<file path="config.mk">
export PLATFORM = sky130hd
export DESIGN_NAME = crc8_checked_frame_deframer
export DESIGN_NICKNAME = d
export VERILOG_FILES = /design/src/design/ccfd_pkg.sv /design/src/design/ccfd_front.sv /design/src/design/ccfd_queue.sv /design/src/design/ccfd_back.sv /design/src/design/crc8_checked_frame_deframer.sv
export SDC_FILE = /design/constraint.sdc
export NUM_CORES = 1
export LEC_CHECK = 0
export BUFFER_PORTS_ARGS = -buffer_cell sky130_fd_sc_hd__buf_4
export CORE_MARGIN = 2
export CORE_UTILIZATION = 60
export CTS_BUF_LIST = sky130_fd_sc_hd__clkbuf_4 sky130_fd_sc_hd__clkbuf_8
export DETAILED_ROUTE_END_ITERATION = 16
export GPL_ROUTABILITY_DRIVEN = 0
export PLACE_DENSITY = 0.86
export SETUP_SLACK_MARGIN = 0.2
export SKIP_CTS_REPAIR_TIMING = 1
export SKIP_LAST_GASP = 1
export SLEW_MARGIN = 20
export SYNTH_ARGS = -nofsm -noshare
export SYNTH_HDL_FRONTEND = slang
export SYNTH_SLANG_ARGS = --single-unit
</file>
<file path="constraint.sdc">
create_clock -name aclk -period 4.3 [get_ports aclk]
set_input_delay 1.29 -clock aclk [delete_from_list [all_inputs] [get_ports aclk]]
set_output_delay 1.29 -clock aclk [all_outputs]
set_load 0.01 [all_outputs]
</file>
<file path="src/design/ccfd_pkg.sv">
// shared types, constants and crc tables for the crc-8 checked frame deframer
`default_nettype none

package ccfd_pkg;

    // register indexes on the configuration port
    localparam int unsigned CfgIdxW = 1;
    localparam logic [CfgIdxW-1:0] CFG_FRAME_TAG       = 1'b0;
    localparam logic [CfgIdxW-1:0] CFG_ENABLED_OPCODES = 1'b1;
    localparam int unsigned CfgDataW = 16;

    // register reset values
    localparam logic [7:0]  FRAME_TAG_RESET       = 8'hA5;
    localparam logic [15:0] ENABLED_OPCODES_RESET = 16'hA42A;

    // default depth of the queue between framer and output stage
    localparam int unsigned QUEUE_DEPTH_DEFAULT = 2;

    // widths of the stream ports
    localparam int unsigned InDataW  = 8;
    localparam int unsigned OutDataW = 24;

    // framing phase
    typedef enum logic [2:0] {
        PH_TAG     = 3'd0,
        PH_OPCODE  = 3'd1,
        PH_LENGTH  = 3'd2,
        PH_PAYLOAD = 3'd3,
        PH_CRC     = 3'd4
    } phase_t;

    // result kind
    typedef enum logic {
        KIND_PAYLOAD = 1'b0,
        KIND_VERDICT = 1'b1
    } kind_t;

    // frame verdict
    typedef enum logic [2:0] {
        ST_OK        = 3'd0,
        ST_BAD_TAG   = 3'd1,
        ST_BAD_CRC   = 3'd2,
        ST_NIB_DIFF  = 3'd3,
        ST_UNHANDLED = 3'd4
    } status_t;

    // one result item as it travels from the framer to the output
    typedef struct packed {
        kind_t      kind;
        logic [7:0] payload_byte;
        logic [7:0] payload_index;
        logic [3:0] opcode_code;
        status_t    frame_status;
        logic       end_of_frame;
    } res_t;

    // crc contribution of the low nibble of crc ^ byte
    function automatic logic [7:0] crc_lo_nib(input logic [3:0] n);
        logic [7:0] r;
        unique case (n)
            4'h0: r = 8'h00;
            4'h1: r = 8'h5E;
            4'h2: r = 8'hBC;
            4'h3: r = 8'hE2;
            4'h4: r = 8'h61;
            4'h5: r = 8'h3F;
            4'h6: r = 8'hDD;
            4'h7: r = 8'h83;
            4'h8: r = 8'hC2;
            4'h9: r = 8'h9C;
            4'hA: r = 8'h7E;
            4'hB: r = 8'h20;
            4'hC: r = 8'hA3;
            4'hD: r = 8'hFD;
            4'hE: r = 8'h1F;
            default: r = 8'h41;
        endcase
        return r;
    endfunction

    // crc contribution of the high nibble of crc ^ byte
    function automatic logic [7:0] crc_hi_nib(input logic [3:0] n);
        logic [7:0] r;
        unique case (n)
            4'h0: r = 8'h00;
            4'h1: r = 8'h9D;
            4'h2: r = 8'h23;
            4'h3: r = 8'hBE;
            4'h4: r = 8'h46;
            4'h5: r = 8'hDB;
            4'h6: r = 8'h65;
            4'h7: r = 8'hF8;
            4'h8: r = 8'h8C;
            4'h9: r = 8'h11;
            4'hA: r = 8'hAF;
            4'hB: r = 8'h32;
            4'hC: r = 8'hCA;
            4'hD: r = 8'h57;
            4'hE: r = 8'hE9;
            default: r = 8'h74;
        endcase
        return r;
    endfunction

    // reflected crc-8 (poly 0x31) update by one byte
    function automatic logic [7:0] crc_update(input logic [7:0] crc, input logic [7:0] b);
        logic [7:0] x;
        x = crc ^ b;
        return crc_lo_nib(x[3:0]) ^ crc_hi_nib(x[7:4]);
    endfunction

endpackage

`default_nettype wire

</file>
<file path="src/design/ccfd_front.sv">
// framer: follows the frame phase, runs the crc and builds result items
`default_nettype none

module ccfd_front import ccfd_pkg::*; (
    input  wire logic        aclk,
    input  wire logic        aresetn,
    input  wire logic        in_fire,
    input  wire logic        in_cmd,
    input  wire logic [7:0]  in_byte,
    input  wire logic [7:0]  frame_tag,
    input  wire logic [15:0] enabled_opcodes,
    output logic             push,
    output res_t             push_data
);

    phase_t     phase_reg, phase_next;
    logic [7:0] tag_reg, tag_next;
    logic [7:0] opcode_reg, opcode_next;
    logic [7:0] left_reg, left_next;
    logic [7:0] pos_reg, pos_next;
    logic [7:0] crc_reg, crc_next;
    logic [7:0] crc_upd;
    logic [7:0] left_dec;
    logic [3:0] op_lo;
    logic [3:0] op_hi;
    status_t    status;

    assign crc_upd  = crc_update(crc_reg, in_byte);
    assign left_dec = left_reg - 8'd1;
    assign op_lo    = opcode_reg[3:0];
    assign op_hi    = opcode_reg[7:4];

    // verdict, checks in priority order
    always_comb begin
        priority if (tag_reg != frame_tag) begin
            status = ST_BAD_TAG;
        end else if (crc_reg != in_byte) begin
            status = ST_BAD_CRC;
        end else if (op_lo != op_hi) begin
            status = ST_NIB_DIFF;
        end else if (!enabled_opcodes[op_lo]) begin
            status = ST_UNHANDLED;
        end else begin
            status = ST_OK;
        end
    end

    // next phase
    always_comb begin
        phase_next = phase_reg;
        if (in_fire) begin
            if (in_cmd) begin
                phase_next = PH_TAG;
            end else begin
                unique case (phase_reg)
                    PH_OPCODE:  phase_next = PH_LENGTH;
                    PH_LENGTH:  phase_next = (in_byte == 8'd0) ? PH_CRC : PH_PAYLOAD;
                    PH_PAYLOAD: phase_next = (left_dec == 8'd0) ? PH_CRC : PH_PAYLOAD;
                    PH_CRC:     phase_next = PH_TAG;
                    default:    phase_next = PH_OPCODE;
                endcase
            end
        end
    end

    // header bytes, counters, crc and the result item
    always_comb begin
        tag_next    = tag_reg;
        opcode_next = opcode_reg;
        left_next   = left_reg;
        pos_next    = pos_reg;
        crc_next    = crc_reg;
        push        = 1'b0;
        push_data   = '{kind: KIND_PAYLOAD, payload_byte: in_byte, payload_index: pos_reg,
                        opcode_code: op_lo, frame_status: ST_OK, end_of_frame: 1'b0};
        if (in_fire) begin
            if (in_cmd) begin
                tag_next    = 8'd0;
                opcode_next = 8'd0;
                left_next   = 8'd0;
                pos_next    = 8'd0;
                crc_next    = 8'd0;
            end else begin
                unique case (phase_reg)
                    PH_OPCODE: begin
                        opcode_next = in_byte;
                        crc_next    = crc_upd;
                    end
                    PH_LENGTH: begin
                        left_next = in_byte;
                        pos_next  = 8'd0;
                        crc_next  = crc_upd;
                    end
                    PH_PAYLOAD: begin
                        crc_next  = crc_upd;
                        pos_next  = pos_reg + 8'd1;
                        left_next = left_dec;
                        push      = 1'b1;
                    end
                    PH_CRC: begin
                        push        = 1'b1;
                        push_data   = '{kind: KIND_VERDICT, payload_byte: 8'd0,
                                        payload_index: 8'd0, opcode_code: op_lo,
                                        frame_status: status, end_of_frame: 1'b1};
                        tag_next    = 8'd0;
                        opcode_next = 8'd0;
                        left_next   = 8'd0;
                        pos_next    = 8'd0;
                        crc_next    = 8'd0;
                    end
                    default: begin
                        // any first byte is taken as the tag
                        tag_next    = in_byte;
                        opcode_next = 8'd0;
                        left_next   = 8'd0;
                        pos_next    = 8'd0;
                        crc_next    = crc_update(8'd0, in_byte);
                    end
                endcase
            end
        end
    end

    // state registers
    always_ff @(posedge aclk) begin
        if (!aresetn) begin
            phase_reg  <= PH_TAG;
            tag_reg    <= 8'd0;
            opcode_reg <= 8'd0;
            left_reg   <= 8'd0;
            pos_reg    <= 8'd0;
            crc_reg    <= 8'd0;
        end else begin
            phase_reg  <= phase_next;
            tag_reg    <= tag_next;
            opcode_reg <= opcode_next;
            left_reg   <= left_next;
            pos_reg    <= pos_next;
            crc_reg    <= crc_next;
        end
    end

endmodule

`default_nettype wire

</file>
<file path="src/design/ccfd_queue.sv">
// short result queue between the framer and the output stage
`default_nettype none

module ccfd_queue import ccfd_pkg::*; #(
    parameter int unsigned DEPTH = QUEUE_DEPTH_DEFAULT
) (
    input  wire logic aclk,
    input  wire logic aresetn,
    input  wire logic push,
    input  wire res_t push_data,
    output logic      full,
    input  wire logic pop,
    output logic      not_empty,
    output res_t      head
);

    localparam int unsigned PtrW = (DEPTH > 1) ? $clog2(DEPTH) : 1;
    localparam int unsigned CntW = $clog2(DEPTH + 1);
    localparam logic [PtrW-1:0] LastPtr = PtrW'(DEPTH - 1);
    localparam logic [CntW-1:0] FullCnt = CntW'(DEPTH);

    res_t            slot_reg [DEPTH];
    logic [PtrW-1:0] wr_ptr_reg, wr_ptr_next;
    logic [PtrW-1:0] rd_ptr_reg, rd_ptr_next;
    logic [CntW-1:0] count_reg, count_next;

    assign full      = (count_reg == FullCnt);
    assign not_empty = (count_reg != '0);
    assign head      = slot_reg[rd_ptr_reg];

    // pointer and fill bookkeeping
    always_comb begin
        wr_ptr_next = wr_ptr_reg;
        rd_ptr_next = rd_ptr_reg;
        count_next  = count_reg;
        if (push) begin
            wr_ptr_next = (wr_ptr_reg == LastPtr) ? '0 : wr_ptr_reg + PtrW'(1);
        end
        if (pop) begin
            rd_ptr_next = (rd_ptr_reg == LastPtr) ? '0 : rd_ptr_reg + PtrW'(1);
        end
        if (push && !pop) begin
            count_next = count_reg + CntW'(1);
        end else if (pop && !push) begin
            count_next = count_reg - CntW'(1);
        end
    end

    always_ff @(posedge aclk) begin
        if (!aresetn) begin
            wr_ptr_reg <= '0;
            rd_ptr_reg <= '0;
            count_reg  <= '0;
        end else begin
            wr_ptr_reg <= wr_ptr_next;
            rd_ptr_reg <= rd_ptr_next;
            count_reg  <= count_next;
        end
    end

    // slot storage
    always_ff @(posedge aclk) begin
        if (push) begin
            slot_reg[wr_ptr_reg] <= push_data;
        end
    end

endmodule

`default_nettype wire

</file>
<file path="src/design/ccfd_back.sv">
// output stage: holds one result item for the downstream handshake
`default_nettype none

module ccfd_back import ccfd_pkg::*; (
    input  wire logic aclk,
    input  wire logic aresetn,
    input  wire logic q_not_empty,
    input  wire res_t q_head,
    output logic      q_pop,
    output logic      out_valid,
    input  wire logic out_ready,
    output res_t      out_data
);

    logic valid_reg;
    res_t data_reg;

    // take the queue head when the output slot is free or being emptied
    assign q_pop     = q_not_empty && (!valid_reg || out_ready);
    assign out_valid = valid_reg;
    assign out_data  = data_reg;

    always_ff @(posedge aclk) begin
        if (!aresetn) begin
            valid_reg <= 1'b0;
        end else if (q_pop) begin
            valid_reg <= 1'b1;
        end else if (out_ready) begin
            valid_reg <= 1'b0;
        end
    end

    always_ff @(posedge aclk) begin
        if (q_pop) begin
            data_reg <= q_head;
        end
    end

endmodule

`default_nettype wire

</file>
<file path="src/design/crc8_checked_frame_deframer.sv">
// top level of the crc-8 checked length-prefixed frame deframer
//
// channel   direction  tdata                                         tuser  tlast
// s_axis    in         byte_value[7:0]                               cmd    -
// m_axis    out        payload_byte, payload_index, opcode_code,     kind   end_of_frame
//                      frame_status (lowest bit first)
// cfg       in         index 0 frame_tag, index 1 enabled_opcodes, plain write
//
// one byte is accepted every cycle while the queue is not full, updating phase and crc.
// a result reaches m_axis through a queue slot, then the output register.
// s_axis_tready drops only when the result queue is full, i.e. after a downstream stall.
// reset is synchronous and active low; it restores the register defaults and the tag phase.
`default_nettype none

module crc8_checked_frame_deframer import ccfd_pkg::*; #(
    parameter int unsigned QUEUE_DEPTH = QUEUE_DEPTH_DEFAULT
) (
    input  wire logic                 aclk,
    input  wire logic                 aresetn,
    // input stream
    input  wire logic                 s_axis_tvalid,
    output logic                      s_axis_tready,
    input  wire logic [InDataW-1:0]   s_axis_tdata,   // [7:0] byte_value
    input  wire logic                 s_axis_tuser,   // [0] cmd
    // result stream
    output logic                      m_axis_tvalid,
    input  wire logic                 m_axis_tready,
    output logic [OutDataW-1:0]       m_axis_tdata,   // [7:0] payload_byte, [15:8] payload_index,
                                                      // [19:16] opcode_code, [22:20] frame_status
    output logic                      m_axis_tuser,   // [0] kind
    output logic                      m_axis_tlast,   // end_of_frame
    // configuration writes
    input  wire logic                 cfg_we,
    input  wire logic [CfgIdxW-1:0]   cfg_index,
    input  wire logic [CfgDataW-1:0]  cfg_wdata
);

    logic [7:0]  frame_tag_reg;
    logic [15:0] enabled_opcodes_reg;
    logic        in_fire;
    logic        push;
    res_t        push_data;
    logic        q_full;
    logic        q_pop;
    logic        q_not_empty;
    res_t        q_head;
    res_t        out_data;

    // configuration registers
    always_ff @(posedge aclk) begin
        if (!aresetn) begin
            frame_tag_reg       <= FRAME_TAG_RESET;
            enabled_opcodes_reg <= ENABLED_OPCODES_RESET;
        end else if (cfg_we) begin
            unique case (cfg_index)
                CFG_FRAME_TAG:       frame_tag_reg       <= cfg_wdata[7:0];
                CFG_ENABLED_OPCODES: enabled_opcodes_reg <= cfg_wdata[15:0];
                default: ;
            endcase
        end
    end

    assign s_axis_tready = !q_full;
    assign in_fire       = s_axis_tvalid && s_axis_tready;

    ccfd_front u_front (
        .aclk            (aclk),
        .aresetn         (aresetn),
        .in_fire         (in_fire),
        .in_cmd          (s_axis_tuser),
        .in_byte         (s_axis_tdata[7:0]),
        .frame_tag       (frame_tag_reg),
        .enabled_opcodes (enabled_opcodes_reg),
        .push            (push),
        .push_data       (push_data)
    );

    ccfd_queue #(
        .DEPTH (QUEUE_DEPTH)
    ) u_queue (
        .aclk      (aclk),
        .aresetn   (aresetn),
        .push      (push),
        .push_data (push_data),
        .full      (q_full),
        .pop       (q_pop),
        .not_empty (q_not_empty),
        .head      (q_head)
    );

    ccfd_back u_back (
        .aclk        (aclk),
        .aresetn     (aresetn),
        .q_not_empty (q_not_empty),
        .q_head      (q_head),
        .q_pop       (q_pop),
        .out_valid   (m_axis_tvalid),
        .out_ready   (m_axis_tready),
        .out_data    (out_data)
    );

    // pack the result item onto the stream
    assign m_axis_tdata = {1'b0, out_data.frame_status, out_data.opcode_code,
                           out_data.payload_index, out_data.payload_byte};
    assign m_axis_tuser = out_data.kind;
    assign m_axis_tlast = out_data.end_of_frame;

endmodule

`default_nettype wire
</file>
# After elaboration in Yosys (flattened, before gate mapping)
# Memories as Yosys holds them, arrays and structs flattened. A register that Yosys moved wholly into a read port is not among the register bits.
# Cells that the tools add are included.
op_classes:
  n_addsub: 6
  order_cmp: 1
  n_eq_ne: 11
  n_mux: 40
  bitwise_logic: 4
  n_reduce_logical: 23
op_table:
  columns: ["op", "count"]
  rows:
  - ["two-way mux 8 bit", 11]
  - ["two-way mux 25 bit", 3]
  - ["one-hot mux 8 bit (2 select lines)", 4]
  - ["one-hot mux 8 bit (3 select lines)", 1]
  - ["bitwise XOR 8 bit", 3]
  - ["two-way mux 3 bit", 7]
  - ["zero test 8 bit", 2]
  - ["inequality test 8 bit", 2]
  - ["one-hot mux 3 bit (4 select lines)", 1]
  - ["two-way mux 1 bit", 10]
  - ["AND reduction 2 bit", 5]
  - ["adder 8 x 1 -> 8 bit, second input constant", 1]
  - ["subtractor 8 x 1 -> 8 bit, second input constant", 1]
  - ["equality test 3 x 2 -> 1 bit, second input constant", 2]
  - ["nonzero test 2 bit", 3]
  - ["< comparator 4 x 5 -> 1 bit, second input constant", 1]
  - ["binary-select mux 1 bit (select 4 bit)", 1]
  - ["logical AND 1 bit", 4]
  - ["zero test 1 bit", 4]
  - ["two-way mux 2 bit", 2]
  - ["inequality test 2 x 1 -> 1 bit, second input constant", 2]
  - ["inequality test 4 bit", 1]
  - ["OR reduction 2 bit", 2]
  - ["OR reduction 4 bit", 1]
  - ["other kinds (10)", 11]
word_totals:
  reg_bits: 72
  ram_bits: 50
  mem_bits_ro: 512
  in_bits: 31
  out_inout_bits: 28
  wordCells: 102
  mem_count: 5
mem_list:
  columns: ["name", "depth", "width", "rd", "rd_ports_with_merged_regs", "wr", "line", "source"]
  rows:
  - ["(no name shown)", 16, 8, 1, 0, 0, "ccfd_pkg.sv:60", "unique case (n)"]
  - ["(no name shown)", 16, 8, 1, 0, 0, "ccfd_pkg.sv:84", "unique case (n)"]
  - ["(no name shown)", 16, 8, 1, 0, 0, "ccfd_pkg.sv:60", null]
  - ["(no name shown)", 16, 8, 1, 0, 0, "ccfd_pkg.sv:84", null]
  - ["u_queue.slot_reg", 2, 25, 1, 1, 1, "ccfd_queue.sv:22", "res_t slot_reg [DEPTH];"]

# Depth between registers and ports, before layout
# Gate-level depths: netlist (run 1).
depth:
  depth_word: 9
  ltp_mapped: 8
  ltp_nobuf: 7

# Modules after synthesis
# A second synthesis (run 1) with hierarchy kept.
hier_totals:
  hier_cells: 591
  area_unflattened_um2: 6871.6
modules_own_cells:
  columns: ["module", "n_inst", "cells_per_inst", "area_each_um2", "seq_area_each_um2"]
  rows:
  - ["ccfd_front", 1, 351, 3041.7, 860.8]
  - ["ccfd_queue", 1, 100, 2024.4, 1601.5]
  - ["crc8_checked_frame_deframer", 1, 111, 1007.2, 480.5]
  - ["ccfd_back", 1, 29, 798.3, 770.7]

# Worst setup path before layout (run 1)
# OpenSTA, ideal clock, no wires.
synth_path:
  kind: "input port to flip-flop"
  start: "in s_axis_tuser"
  end: "mem u_queue.slot_reg[0][0] (netlist bit) (enable)"
  setup_ps: 408
  t_arrival_ps: 3187
  t_required_ps: 3892
  slack_ps: 705
  path_stages: 4
  path_buffers: 1
  cell_sequence: "clkbuf_1 -> nand3b_1 -> a21oi_1 -> nor2b_1"
synth_via:
  elab_chain_len: 4
synth_lines:
  columns: ["element", "line", "source"]
  rows:
  - ["from (decl)", "crc8_checked_frame_deframer.sv:24", "input wire logic s_axis_tuser,"]
  - ["two-way mux 1 bit", "ccfd_front.sv:77", "if (in_cmd) begin"]
  - ["two-way mux 1 bit", "ccfd_front.sv:76", "if (in_fire) begin"]
  - ["via push", "crc8_checked_frame_deframer.sv:41", "logic push;"]
  - ["two-way mux 1 bit", "ccfd_queue.sv:63", "if (push) begin"]
  - ["two-way mux 1 bit (not written as such)", "ccfd_queue.sv:64", "slot_reg[wr_ptr_reg] <= push_data;"]
  - ["to (decl)", "ccfd_queue.sv:22", null]
# The timed path passes the listed nets, and every way through them passes these cells.

# Worst setup path in the final report (run 1)
layout_path:
  start: "reg u_queue.count_reg[0]"
  end: "out s_axis_tready"
layout_via:
  elab_chain_len: 2
layout_lines:
  columns: ["element", "line", "source"]
  rows:
  - ["from (decl)", "ccfd_queue.sv:25", "logic [CntW-1:0] count_reg, count_next;"]
  - ["from (signal assigned)", "ccfd_queue.sv:57", "count_reg <= count_next;"]
  - ["equality test 2 bit", "ccfd_queue.sv:27", "assign full = (count_reg == FullCnt);"]
  - ["zero test 1 bit", "crc8_checked_frame_deframer.sv:63", "assign s_axis_tready = !q_full;"]
  - ["to (decl)", "crc8_checked_frame_deframer.sv:22", "output logic s_axis_tready,"]
# Every way passes these cells.

==> results.md, run 1 <==
Timing:
- The worst hold slack across all endpoints is 0.463 ns.
- For the pin with the worst max-slew slack, the measured transition is approximately 0.87 ns.
- Clock skew on the completed layout was measured at between 0.01 and 0.015 ns.
- After layout, the minimum clock period comes to 2.64 ns.
- The count of final hold-check violations was 0.
- Measured against its own limit, the worst slew margin works out to between 40% and 50%.
- The highest clock frequency the design can meet is roughly 380 MHz.
- In the finished design, the share of the clock period the worst path needs comes to between 60 and 70%.
- Setup repair after global routing left no endpoint under its margin.
- The total negative setup slack is 0 ns.
- The count of final max-slew check failures was 0.
- Setup violations remaining at the end of the flow were counted as 0.

Final layout:
- Of the cells placed in the final design, the portion with a size suffix greater than 1 is 20.2%.
- The count of fill cells added during filler insertion is between 700 and 800.
- The number of diodes added for antenna fixing is 0.
- The register with the most flip-flops in the layout has 48 of them.
- Once layout is done, the placed cells without fillers occupy 0.00745 sq mm.
- Compared with the post-synthesis result, the final layout area differs by 13.1%.
- The net count of the finished layout is 700.

Worst setup path:
- STA puts the critical path data arrival time at about 1.4 ns.
- The worst setup path is launched from a register.
- The register-to-register setup slack is about 2.0 ns.
- The most critical setup path has its startpoint at u_queue.count_reg[0]$_SDFFE_PN0P_.
- The critical-path maximum fanout is 7.
- The critical path is of the reg2out type.
- STA puts the critical path data required time at between 3 and 4 ns.
- The kind of end point of the critical path is an output port.
- The startpoint identified for the worst register-to-register timing path is u_front.phase_reg[0]$_SDFFE_PN0P_.

Global routing:
- The first global-routing pass estimated approximately 23 mm of wire.
- The via count of the first global-routing pass is about 4,700.
- The maximum number of pins on one net before global-route repair is 40.
- Global routing finished with a remaining overflow of 0.
- The number of antenna violations at the first check in global routing was 0.
- For this run, the total global-route usage over all layers was measured as 25.1%.

Die:
- The number of rows created at floorplan is 38.
- The die outline area is about 0.012 sq mm.
- The I/O pin count is ~60.
- The die is 109 um tall.
- The die is 109 um wide.
- The area inside the core boundary is between 0.01 and 0.015 sq mm.
- The effective utilization at floorplan is between 60% and 70%.

Yosys:
- Of all flip-flops after synthesis, the portion carrying an async set or reset was 0%.
- Yosys attributes the largest share of cell area to sky130_fd_sc_hd__edfxtp_1 (33%), sky130_fd_sc_hd__dfxtp_1 (22%), sky130_fd_sc_hd__xnor2_1 (5.7%).
- The biggest area contributor in the post-synthesis netlist is sky130_fd_sc_hd__edfxtp_1.
- Synthesis produced approximately 600 cells.
- Among all flip-flop cells after synthesis, the most frequent one is sky130_fd_sc_hd__edfxtp_1.
- Of the total synthesized cell area, the portion taken by full adders, half adders and majority gates is between 2 and 2.5%.
- After synthesis, the netlist uses 59 different library cells.
- In this run, synthesis produced a sequential element count of 144.
- The proportion of synthesized chip area in sequential cells is 54.7%.
- The number of enable flip-flop cells after synthesis is around 70.
- The portion of synthesized cell area occupied by the leading cell type is 32.8%.
- The share of the synthesized area in compound gates (AO/OA/AOI/OAI) is a little under 10%.
- The number of nets handed over by synthesis was 657.
- The xor and xnor area share after synthesis is under 10%.
- The synthesized netlist occupies a cell area of about 0.0066 sq mm.
- The average instance in the mapped netlist occupies 10.7 sq um.
- Of the post-synthesis cell area, the part taken by muxes is under 10%.
- By area, the combinational part of the netlist is dominated by simple AND/OR/NAND/NOR gates.
- Of the total synthesized cell area, the portion taken by AND, OR, NAND and NOR gates is between 15 and 20%.
- Yosys printed 0 warnings.

Placed design:
- The post-place instance area is 0.00706 sq mm.
- The wire-length estimate of the detail-placed layout is about 9.3 mm.
- Input and output buffers added on the ports amount to 57.

Power and ir drop:
- The total power of the final layout is around 3.6 mW.
- VDD sags by at most a little under 300 uV.
- The leakage power of the design is roughly 2.7 nW.
- The power per standard cell area is approximately 480 mW/mm^2.

Routing:
- After detailed routing, the average wire length per cell comes to between 15 and 20 um.
- The total via count after detailed routing is about 4,800.
- After detailed routing, the number of vias per cell comes to 5.93.
- The first-iteration detailed-routing DRC count is between 400 and 500.
- The routed wire length is between 10 and 15 mm.
- The count of nets left with antenna violations once routing finished came out at 0.
- The first detailed-routing pass took 6 iterations.
- After detailed routing, the number of remaining DRC violations is 0.

Clock tree:
- TritonCTS built the clock tree.
- Clock tree synthesis inserted a total of 17 buffers.
- The count of clock tree sinks is between 100 and 150.
- The worst-case clock buffer depth is 2.
- The post-CTS clock slew at the launch and capture registers of the worst setup and hold paths is 0.08 ns.
- The worst-skew pair later-pin latency is between 0.4 and 0.5 ns.
- The H-tree generated during clock tree synthesis spans 4 levels.
- The clock root buffer is sky130_fd_sc_hd__clkbuf_8.

Run status:
- The flow ran to the end, and the final reports show no timing, DRC or antenna violations.

Run:
- The tool flagged a number of max-cap violations equal to 0.

Worst hold path:
- The min-delay analysis places its worst path in the category reg2reg.
- The origin of the worst min-delay path is enabled_opcodes_reg[9]$_SDFFE_PN0P_.
==> cells in the final DEF, fill, tap and decap left out, types with 4 or more instances in the layout <==
master	Yosys	layout
sky130_fd_sc_hd__nand2_1	77	77
sky130_fd_sc_hd__edfxtp_1	72	72
sky130_fd_sc_hd__dfxtp_1	72	71
sky130_fd_sc_hd__buf_4	4	62
sky130_fd_sc_hd__nor2_1	52	51
sky130_fd_sc_hd__a21oi_1	47	47
sky130_fd_sc_hd__xnor2_1	43	43
sky130_fd_sc_hd__nand3_1	27	27
sky130_fd_sc_hd__mux2_2	24	24
sky130_fd_sc_hd__clkbuf_8	0	17
sky130_fd_sc_hd__a22oi_1	14	14
sky130_fd_sc_hd__and2_1	13	13
sky130_fd_sc_hd__o21ai_0	13	13
sky130_fd_sc_hd__ha_1	13	13
sky130_fd_sc_hd__xor2_1	11	11
sky130_fd_sc_hd__inv_1	10	10
sky130_fd_sc_hd__nor3_1	10	10
sky130_fd_sc_hd__mux4_2	5	5
sky130_fd_sc_hd__nand4_1	5	5
sky130_fd_sc_hd__or3_1	5	5
sky130_fd_sc_hd__mux2i_1	5	5
sky130_fd_sc_hd__nand2b_1	4	4
sky130_fd_sc_hd__nor3b_1	4	4
sky130_fd_sc_hd__clkinvlp_4	0	4
==> per-layer routing <==
layer | part of all wire, % | track usage (%) | up-vias
met1 | 40 | 31.8 | 2297
met2 | 50 | 41.4 | 208
met3 | 6.9 | 6.40 | 36
li1 | - | - | 2257
met4 | 2.6 | 9.98 | 0
met5 | 0 | 0 | -
==> final timing paths <==
check / to / depth (start not counted)
min: enabled_opcodes_reg[9]$_SDFFE_PN0P_ / 2
max reg2reg: u_queue.count_reg[1]$_SDFFE_PN0P_ / 6
min reg2reg: enabled_opcodes_reg[9]$_SDFFE_PN0P_ / 2
max: s_axis_tready / 2
==> power by group <==
group	internal, mW	switching (mW)	leakage [nW]
Sequential	1.62	0.108	1.24
Combinational	0.381	0.434	1.27
Clock	0.528	0.515	0.189
==> logic make-up after synthesis <==
| kind of cell | Yosys count |
|---|---|
| compound gates | 101 |
| xor+xnor | 56 |
| fa+ha+maj | 13 |
| buf+inv | 50 |
| flops | 144 |
| mux | 34 |
| other cells | 1 |
| simple gates | 214 |
==> cell type report <==
| cell class | instances | area, sq um | area share (%) |
|---|---|---|---|
| Clock inverter | 13 | 140 | 1.88 |
| Timing Repair Buffer | 62 | 465 | 6.25 |
| Multi-Input combinational cell | 419 | 2770 | 37.2 |
| Tap cell | 140 | 175 | 2.35 |
| Clock buffer | 19 | 249 | 3.34 |
| Sequential cell | 144 | 3600 | 48.4 |
| Inverter | 12 | 45.0 | 0.605 |
==> cells in the mapped netlist, types with 2 or more instances <==
| library cell | number |
|---|---|
| sky130_fd_sc_hd__and2_1 | 13 |
| sky130_fd_sc_hd__a222oi_1 | 2 |
| sky130_fd_sc_hd__nor3b_1 | 4 |
| sky130_fd_sc_hd__xnor2_1 | 43 |
| sky130_fd_sc_hd__mux2i_1 | 5 |
| sky130_fd_sc_hd__edfxtp_1 | 72 |
| sky130_fd_sc_hd__a32oi_1 | 2 |
| sky130_fd_sc_hd__o211ai_1 | 3 |
| sky130_fd_sc_hd__nor3_1 | 10 |
| sky130_fd_sc_hd__inv_1 | 10 |
| sky130_fd_sc_hd__buf_2 | 6 |
| sky130_fd_sc_hd__or3_1 | 5 |
| sky130_fd_sc_hd__and3_1 | 2 |
| sky130_fd_sc_hd__mux4_2 | 5 |
| sky130_fd_sc_hd__nor2_1 | 52 |
| sky130_fd_sc_hd__ha_1 | 13 |
| sky130_fd_sc_hd__a211o_1 | 2 |
| sky130_fd_sc_hd__dfxtp_1 | 72 |
| sky130_fd_sc_hd__nand3_1 | 27 |
| sky130_fd_sc_hd__a211oi_1 | 2 |
| sky130_fd_sc_hd__buf_4 | 4 |
| sky130_fd_sc_hd__clkbuf_1 | 27 |
| sky130_fd_sc_hd__nor2b_1 | 4 |
| sky130_fd_sc_hd__o2bb2ai_1 | 2 |
| sky130_fd_sc_hd__nand2b_1 | 4 |
| sky130_fd_sc_hd__nand4_1 | 5 |
| sky130_fd_sc_hd__o21ai_0 | 13 |
| sky130_fd_sc_hd__clkinv_1 | 2 |
| sky130_fd_sc_hd__o31ai_1 | 3 |
| sky130_fd_sc_hd__mux2_2 | 24 |
| sky130_fd_sc_hd__a21oi_1 | 47 |
| sky130_fd_sc_hd__or2_2 | 2 |
| sky130_fd_sc_hd__a22oi_1 | 14 |
| sky130_fd_sc_hd__nand2_1 | 77 |
| sky130_fd_sc_hd__xor2_1 | 11 |
==> metrics by stage <==
step / util (%) / setup slack [ns] / cells
CTS: 69.0 / 1.65 / 809
global route: 69.0 / 1.54 / 809
finish: 69.0 / 1.66 / 809
detailed placement: 65.4 / 1.25 / 777
global placement: 65.4 / 1.36 / 777
floorplan: - / 0.705 / 613
==> critical path: stages (launching register included) <==
cell and delay (ns):
sky130_fd_sc_hd__dfxtp_1 0.43, sky130_fd_sc_hd__nand2b_1 0.29, sky130_fd_sc_hd__buf_4 0.18
No activity file was read; power rests on OpenSTA's default activity.
==> inputs of run 2 (changes only) <==
--- a/config.mk
+++ b/config.mk
@@ -5,13 +5,14 @@
 export SDC_FILE = /design/constraint.sdc
 export NUM_CORES = 1
 export LEC_CHECK = 0
+export ABC_AREA = 1
 export BUFFER_PORTS_ARGS = -buffer_cell sky130_fd_sc_hd__buf_4
 export CORE_MARGIN = 2
-export CORE_UTILIZATION = 60
+export CORE_UTILIZATION = 56
 export CTS_BUF_LIST = sky130_fd_sc_hd__clkbuf_4 sky130_fd_sc_hd__clkbuf_8
 export DETAILED_ROUTE_END_ITERATION = 16
 export GPL_ROUTABILITY_DRIVEN = 0
-export PLACE_DENSITY = 0.86
+export PLACE_DENSITY = 0.85
 export SETUP_SLACK_MARGIN = 0.2
 export SKIP_CTS_REPAIR_TIMING = 1
 export SKIP_LAST_GASP = 1
==> constraint.sdc (replaced) <==
create_clock -name aclk -period 2.3 [get_ports aclk]
set_input_delay 0.69 -clock aclk [delete_from_list [all_inputs] [get_ports aclk]]
set_output_delay 0.69 -clock aclk [all_outputs]
set_load 0.01 [all_outputs]
==> run 2 against run 1 <==
- synthesized cell count is 25% higher
- clock skew grew 0.00077 ns
- register-to-register slack got worse by 1.6 ns
- core utilization fell by 3.2 points
- die area up 9.5%
- combinational power increased by 130%
- routed wire length down 2.3%
- power grew 100%
- hold slack worse by 0.028 ns
- area after synthesis up 2.6%
- largest power group unchanged
- global-route usage fell by 3.6 points
==> results.md, run 2 <==
Final layout:
- The number of nets in the layout is around 870.
- Compared with the post-synthesis result, the final layout area differs by 16.0%.
- Leaving out fill and tap cells, the most frequent cells in the layout are sky130_fd_sc_hd__nand2_1 (192), sky130_fd_sc_hd__nor2_1 (87), sky130_fd_sc_hd__buf_4 (77).
- The register with the most flip-flops in the layout has 48 of them.
- After routing the design area is 0.00784 sq mm.
- Leaving out fill and tap cells, the most frequent cell in the layout is sky130_fd_sc_hd__nand2_1.
- The final standard cell count with taps included and fillers excluded is 990.
- The repair_antennas step left the layout with diodes totalling 0.
- The share of final-layout standard cells stronger than drive strength 1 is between 10% and 20%.

Yosys:
- Summing the areas of all compound-gate instances in the mapped netlist gives between 10% and 20% of the synthesized area.
- The Yosys step of the flow raised 0 warnings.
- The synthesized design contains 144 register bits.
- After synthesis, the largest family of logic cells by area is simple AND/OR/NAND/NOR gates.
- The cell area that synthesis handed to floorplanning was 0.00675 sq mm.
- After synthesis, the cell types taking the most area are sky130_fd_sc_hd__edfxtp_1 (32%), sky130_fd_sc_hd__dfxtp_1 (21%), sky130_fd_sc_hd__nand2_1 (11%).
- The biggest area contributor in the post-synthesis netlist is sky130_fd_sc_hd__edfxtp_1.
- Summing the areas of all fa, ha and maj instances in the mapped netlist gives about 2.4% of the synthesized area.
- Of the total synthesized cell area, the portion taken by AND, OR, NAND and NOR gates is between 20% and 30%.
- The total nets after synthesis is roughly 810.
- The synthesized design devotes to its leading area cell type about a third of total area.
- The main flop type after synthesis is sky130_fd_sc_hd__edfxtp_1.
- The most repeated cell in the gate-level netlist after synthesis is sky130_fd_sc_hd__nand2_1.
- The share of synthesized area spent on multiplexers is 0%.
- The xor and xnor area share after synthesis is under 10%.
- In the synthesized netlist the async set-or-reset flop fraction comes to 0%.
- The synthesized netlist cell count is about 770.
- In this run, distinct cell masters in the synthesized netlist total 43.
- The average cell area after synthesis is about 8.8 sq um.
- The commonest cells after synthesis are sky130_fd_sc_hd__nand2_1 (192), sky130_fd_sc_hd__nor2_1 (89), sky130_fd_sc_hd__dfxtp_1 (72), sky130_fd_sc_hd__edfxtp_1 (72), sky130_fd_sc_hd__a21oi_1 (48).
- For this run, the register share of the synthesized area comes to a little over half.
- The number of enable flip-flop cells after synthesis is a little over 70.

Routing:
- Dividing the detail-routed via count by the number of cells gives between 5 and 6.
- For this run, design rule violations remaining after detail routing come to 0.
- The first detailed-routing pass took 5 iterations.
- The wire length per cell after detailed routing is 13.6 um.
- The first-iteration detailed-routing DRC count is just under 500.
- The final antenna-violating net count is 0.
- The final layout contains routed wiring with a total length of around 14 mm.
- Summing over every cut layer, the via total after detailed routing is around 5,300.

Run status:
- The run finished with clean final reports.

Placed design:
- The post-place instance area is approximately 0.0074 sq mm.
- After legalization and detailed placement, the total HPWL measured 9.49 mm.
- The instance count after placement with tap cells included is around 960.
- The pre-CTS worst setup slack is 0.0649 ns.
- Port buffering added 57 buffers.

Worst hold path:
- The path with the worst hold slack has its endpoint at enabled_opcodes_reg[13]$_SDFFE_PN1P_.
- The worst hold path was traced through 3 stages.
- The startpoint identified for the worst hold timing path is cfg_wdata[13].
- In this run the worst hold path is classified as in2reg.

Die:
- The die covers about 0.013 sq mm.
- The floorplan has 40 rows.
- The effective utilization at floorplan is 56.7%.
- The core region is about 0.012 sq mm.
- The I/O pin count is around 60.
- The die is roughly 110 um wide.
- The chip height is between 100 and 150 um.

Worst setup path:
- The kind of critical path is reg2reg.
- For this run, the slowest stage of the critical path takes approximately 0.4 ns.
- In this run the worst path has a maximum fanout of 9.
- On the critical path, the stage with the largest delay is an instance of sky130_fd_sc_hd__dfxtp_1.
- The worst register-to-register path ends at u_queue.count_reg[1]$_SDFFE_PN0P_.
- STA classifies the critical path endpoint as a register.
- The register-to-register setup slack is 0.39 ns.
- The worst endpoint required time is between 2 and 3 ns.
- The data arrival time of the critical path is roughly 2.2 ns.
- The worst register-to-register path has a depth of 12.
- The worst register-to-register path begins at u_front.phase_reg[2]$_SDFFE_PN0P_.
- Traced cell by cell, the critical path runs through inv_2 -> nand2_2 -> nor2_4 -> inv_4 -> nor2_2 -> nor2_2 -> inv_2 -> ha_1 -> a21oi_1 -> o21ai_0 -> o21ai_1 -> a21oi_1.
- STA classifies the critical path startpoint as a register.

Power and ir drop:
- The power per standard cell area is around 940 mW/mm^2.
- The net switching fraction of the power is a little under a third.
- The clock group share of total power is between 20% and 30%.
- The leakage power of the design is between 3 and 4 nW.
- The largest voltage drop on the vdd net is 490 uV.
- The proportion of power drawn by combinational gates is 26.1%.
- Of the total power, registers draw 45.1%.
- The switching component of the power is 2.23 mW.
- The cell-internal power is slightly above 5 mW.

Global routing:
- The number of antenna violations at the first check in global routing is 0.
- The final global-route overflow total is 0.
- The via count of the first global-routing pass is between 4,000 and 5,000.
- The global routing stage identified its most utilized layer as met2.
- The met2 demand-to-capacity share in global routing is between 30% and 40%.
- The met3 demand-to-capacity share in global routing is 5.84%.
- The routing usage on met1 is a little over a quarter.
- Entering global routing, the biggest net connects 37 pins.
- The global-route wire length before repair is ~22 mm.
- Global routing used ~22% of the available tracks.

Timing:
- The worst hold slack across all endpoints is ~0.43 ns.
- The post-layout minimum cycle time is between 1.5 and 2 ns.
- Setup repair after global routing left no endpoint under its margin.
- The count of final hold-check violations is 0.
- Across all setup checks in the final design, the least slack found is between 0.3 and 0.4 ns.
- The total setup violations reported at the end of the flow is 0.
- For the pin with the worst max-slew slack, the measured transition is around 0.74 ns.
- The remaining max-slew budget at the tightest pin is a little over 50%.
- The total negative setup slack is 0 ns.
- The count of final max-slew check failures is 0.
- The clock arrives with 0.0114 ns of skew.
- After layout, the worst path uses roughly 83% of the clock period.
- For this run, the top clock speed supported by timing is about 520 MHz.

Clock tree:
- The worst-skew pair later-pin latency is around 0.45 ns.
- Clock tree synthesis inserted a total of 17 buffers.
- The worst-case clock buffer depth is 2.
- TritonCTS built the clock tree.
- The tree is rooted in a sky130_fd_sc_hd__clkbuf_8.
- After clock tree synthesis, the clock-pin slew on the worst setup and hold paths is 0.07 ns.
- The maximum level of the CTS H-tree is 4.
- The count of clock tree sinks is 144.

Run:
- The number of maximum-capacitance violations is 0.
-- run 2: cell types whose count changed in the layout (fill, tap and decap cells not counted), moves of 19 or more --
cell / change
sky130_fd_sc_hd__nor2_1: +36
sky130_fd_sc_hd__mux2_2: -24
sky130_fd_sc_hd__nand2_1: +115
sky130_fd_sc_hd__inv_1: +34
sky130_fd_sc_hd__xnor2_1: -19
sky130_fd_sc_hd__o21ai_0: +28
-- run 2: logic make-up after synthesis --
logic type      after synthesis
simple gates                348
flops                       144
compound gates              127
buf+inv                      91
xor+xnor                     41
fa+ha+maj                    13
other cells                   1
-- run 2: power groups by stage --
stage / combinational [mW] / clock [mW] / sequential (mW)
5_1_grt: 2.12 / 2.25 / 3.34
2_1_floorplan: 1.14 / 0 / 3.43
3_5_place_dp: 1.90 / 0 / 3.36
6_report: 1.91 / 2.11 / 3.31
4_1_cts: 1.91 / 2.14 / 3.31
3_3_place_gp: 1.85 / 0 / 3.35
-- run 2: layout make-up --
class | instances | area (sq um)
fill | 926 | 4080
clock buffer | 20 | 256
sequential | 144 | 3610
inverter | 60 | 230
clock inverter | 12 | 166
multi-input combinational | 530 | 2820
tap | 147 | 184
timing repair buffer | 77 | 578
-- run 2: critical path: cells and delay by family, from the launching register on --
family                   cells  cell delay [ns]
AND/OR/NAND/NOR              4             0.35
AO/OA/AOI/OAI                4             0.47
adder cells (fa/ha/maj)      1             0.31
flip-flops                   1             0.40
buffers and inverters        3             0.26
-- run 2: how the worst max path moves through the flow --
stage,start,to,cells after the start
2_1_floorplan,s_axis_tvalid,u_queue.count_reg[1]$_SDFFE_PN0P_,11
3_3_place_gp,s_axis_tuser,u_queue.count_reg[1]$_SDFFE_PN0P_,11
3_5_place_dp,s_axis_tvalid,u_queue.count_reg[1]$_SDFFE_PN0P_,12
4_1_cts,u_front.phase_reg[0]$_SDFFE_PN0P_,u_queue.count_reg[1]$_SDFFE_PN0P_,11
5_1_grt,u_queue.count_reg[0]$_SDFFE_PN0P_,u_queue.count_reg[1]$_SDFFE_PN0P_,13
6_report,u_front.phase_reg[2]$_SDFFE_PN0P_,u_queue.count_reg[1]$_SDFFE_PN0P_,12
-- run 2: stage by stage --
step / util [%] / power (mW)
3_3_place_gp: 61.9 / 5.20
5_1_grt: 65.8 / 7.70
6_report: 65.8 / 7.33
2_1_floorplan: - / 4.58
4_1_cts: 65.5 / 7.36
3_5_place_dp: 61.9 / 5.26
-- run 2: routing by layer --
layer	vias up	wire [um]	share of wire, %
met5	-	0	0
met4	0	227	1.7
met3	26	786	5.8
met2	161	6520	48
met1	2441	5970	44
li1	2663	-	-
==> inputs of run 3 (changes only) <==
==> constraint.sdc (replaced) <==
create_clock -name aclk -period 1.65 [get_ports aclk]
set_input_delay 0.495 -clock aclk [delete_from_list [all_inputs] [get_ports aclk]]
set_output_delay 0.495 -clock aclk [all_outputs]
set_load 0.01 [all_outputs]
==> run 3 against run 2 <==
- critical path depth decreased by 1
- largest cell class unchanged
- power increased by 59%
- hold slack got worse by 0.21 ns
- the run now ends with negative setup slack left
- global-route usage increased by 2.6 points
==> results.md, run 3 (same netlist as run 2, synthesis figures left out) <==
Timing:
- The count of final hold-check violations is 0.
- Setup violations remaining at the end of the flow were counted as 2.
- The count of final max-slew check failures was 0.
- Of the available clock period, the critical path in the final layout requires 104%.
- The worst pin sits at a relative slew slack of about half.
- Timing would allow up to about 590 MHz.
- The worst clock skew is about 0.0054 ns.
- For the pin with the worst max-slew slack, the measured transition is about 0.75 ns.
- Setup repair after global routing could not meet its margin everywhere.
- The worst setup margin is -0.0585 ns.
- The post-layout minimum cycle time is between 1.5 and 2 ns.

Worst setup path:
- The worst reg2reg path startpoint is u_queue.count_reg[0]$_SDFFE_PN0P_.
- The kind of cell with the highest combined delay along the critical path is simple AND/OR/NAND/NOR gates.
- In this run the worst path has a maximum fanout of 14.
- Across all register-to-register paths, the minimum setup slack is -0.06 ns.
- The slowest stage cell on the critical path is sky130_fd_sc_hd__dfxtp_2.
- On the worst path, the slowest cell contributes a delay of between 0.3 and 0.4 ns.
- The data arrival time of the critical path is roughly 2.1 ns.
- The kind of critical path is reg2reg.
- The worst endpoint required time is just over 2 ns.
- Walking the worst path, the cells encountered are inv_2 -> nand2_4 -> nand2_8 -> buf_4 -> a21oi_4 -> nand4_4 -> nor2_2 -> nand2_1 -> a21oi_1 -> o21ai_1 -> inv_1.
- The end of the worst register-to-register path is u_front.pos_reg[7]$_SDFFE_PN0P_.
- Together, buffers and inverters on the worst path number 3.
- The kind of end point of the critical path is a register.
- The depth of the most critical reg-to-reg path is 11.
- STA classifies the critical path startpoint as a register.

Global routing:
- The number of antenna violations at the first check in global routing was 0.
- The via count of the first global-routing pass is about 5,300.
- The final global-route overflow total is 0.
- The first global-routing pass estimated 24.3 mm of wire.
- Entering global routing, the biggest net connects 32 pins.
- Across every metal layer, demand over resource in global routing totals between 20% and 30%.

Final layout:
- Cells with a size suffix above 1 make up about a third of the layout.
- The number of nets in the layout is 943.
- From synthesis to final layout, the design area changed by 34.9%.
- The flip-flop count of the largest register, all copies and words added is 48.
- The core occupancy in the finished layout is around three quarters.
- Leaving out fill and tap cells, the most frequent cell in the layout is sky130_fd_sc_hd__nand2_1.
- The library cells used most frequently in the layout, excluding fill and tap cells, are sky130_fd_sc_hd__nand2_1 (188), sky130_fd_sc_hd__buf_4 (104), sky130_fd_sc_hd__nor2_1 (78).
- The repair_antennas step left the layout with diodes totalling 0.

Worst hold path:
- The origin of the worst min-delay path is cfg_wdata[10].
- The path with the worst hold slack has its endpoint at enabled_opcodes_reg[10]$_SDFFE_PN1P_.
- The worst hold path was traced through 3 stages.
- The path class of the lowest-slack min-delay path is in2reg.

Power and ir drop:
- In this run the power spent charging and discharging nets is approximately 3.7 mW.
- The total power of the final layout is roughly 12 mW.
- The net switching fraction of the power is a little under a third.
- The sequential share of power is about two fifths.
- The leakage power of the design is 3.65 nW.
- The internal portion of the total power is 7.93 mW.
- Across the VDD grid, the largest voltage drop is 579 uV.
- The clock group share of total power is between 20% and 30%.
- Combinational cells account for a little under a third of the total power.
- For this design the ratio of total power to cell area is roughly 1300 mW/mm^2.

Clock tree:
- The number of buffers inserted during clock tree synthesis is 17.
- The TritonCTS clock tree is built.
- The worst-skew pair later-pin latency is 0.46 ns.
- The count of clock tree sinks is between 100 and 150.
- CTS placed an instance of sky130_fd_sc_hd__clkbuf_8 at the clock tree root.
- Clock-pin slew was measured on the worst setup and hold paths at 0.08 ns.
- The H-tree was split into 4 levels.
- The worst-case clock buffer depth is 2.

Routing:
- After detailed routing, the number of remaining DRC violations is 0.
- The pre-antenna-repair detailed-routing pass consisted of 6 iterations.
- The final antenna-violating net count is 0.
- The via-per-instance ratio is ~5.5.
- After detailed routing, the average wire length per cell comes to 16.3 um.
- Summed over all layers, the routed wires come to about 17 mm.
- The first-iteration detailed-routing DRC count is ~580.
- The final route contains 5,819 vias.

Die:
- The die is about 110 um wide.
- The region available for standard cell placement spans ~0.012 sq mm.
- The die covers 0.0130 sq mm.
- The initial utilization of the core area, before any placement, comes to 56.7%.
- Row generation in the floorplan step produced 40 rows.
- The die is 114 um tall.
- The I/O pin count is 59.

Placed design:
- The count of input and output buffers is 57.
- OpenSTA, run right after detailed placement, puts the worst setup slack at -0.233 ns.
- Detailed placement finished with a half-perimeter wire length of ~10 mm.

Run status:
- The final reports fail on negative setup slack.
- The run finished, with violations left.

Run:
- The number of maximum-capacitance violations is 0.
run 3: cell count changes in the layout (fill, tap and decap cells not counted), moves of 9 or more:
| cell | delta |
|---|---|
| sky130_fd_sc_hd__o21ai_0 | -10 |
| sky130_fd_sc_hd__buf_6 | +36 |
| sky130_fd_sc_hd__dfxtp_2 | +10 |
| sky130_fd_sc_hd__nor2_1 | -9 |
| sky130_fd_sc_hd__dfxtp_1 | -16 |
| sky130_fd_sc_hd__buf_4 | +27 |
run 3: area by class of cell:
class                           instances  area [sq um]
Fill cell                             715          2800
Sequential cell                       144          3640
Timing Repair Buffer                  146          1310
Multi-Input combinational cell        530          3260
Clock inverter                         15           233
Inverter                               60           255
Tap cell                              147           184
Clock buffer                           17           234
run 3: power by group through the flow:
stage,Combinational [mW],Sequential [mW],Clock (mW)
after floorplan,1.75,4.80,0
after global placement,3.01,4.65,0
after detailed placement,3.10,4.68,0
after CTS,3.14,4.60,3.26
after global routing,3.97,4.74,3.42
final,3.69,4.70,3.24
run 3: how the worst max path moves through the flow:
stage | slack [ns] | cells past startpoint | to | startpoint
global placement | -0.18 | 12 | u_queue.count_reg[1]$_SDFFE_PN0P_ | s_axis_tvalid
detailed placement | -0.23 | 12 | u_queue.count_reg[1]$_SDFFE_PN0P_ | s_axis_tvalid
finish | -0.06 | 11 | u_front.pos_reg[7]$_SDFFE_PN0P_ | u_queue.count_reg[0]$_SDFFE_PN0P_
CTS | -0.08 | 13 | u_queue.count_reg[1]$_SDFFE_PN0P_ | u_queue.count_reg[0]$_SDFFE_PN0P_
global route | -0.15 | 11 | u_front.pos_reg[7]$_SDFFE_PN0P_ | u_queue.count_reg[0]$_SDFFE_PN0P_
floorplan | -0.27 | 8 | u_queue.slot_reg[1][0]$_DFFE_PP_ | u_queue.count_reg[0]$_SDFFE_PN0P_
run 3: routing by layer:
| layer | part of all wire, % | GRT usage [%] | wire length [um] |
|---|---|---|---|
| met2 | 51 | 40.2 | 8830 |
| met1 | 39 | 29.7 | 6670 |
| met3 | 7.0 | 6.16 | 1210 |
| met5 | 0 | 0 | 0 |
| met4 | 3.4 | 10.7 | 591 |
run 3: metrics by stage:
stage	instance area (sq um)	std cells	hold slack [ns]	setup TNS, ns
3_5_place_dp	8090	1013	0.458	-11.43
2_1_floorplan	7040	765	0.420	-12.52
6_report	9110	1059	0.229	-0.0751
5_1_grt	9110	1059	0.213	-2.59
4_1_cts	8560	1045	0.209	-1.85
3_3_place_gp	8090	1013	0.456	-7.68
run 3: tightest hold or removal path, delay by kind of cell:
kind,cells,cell delay (ns)
and+or+nand+nor,2,0.09
buffers and inverters,1,0.08
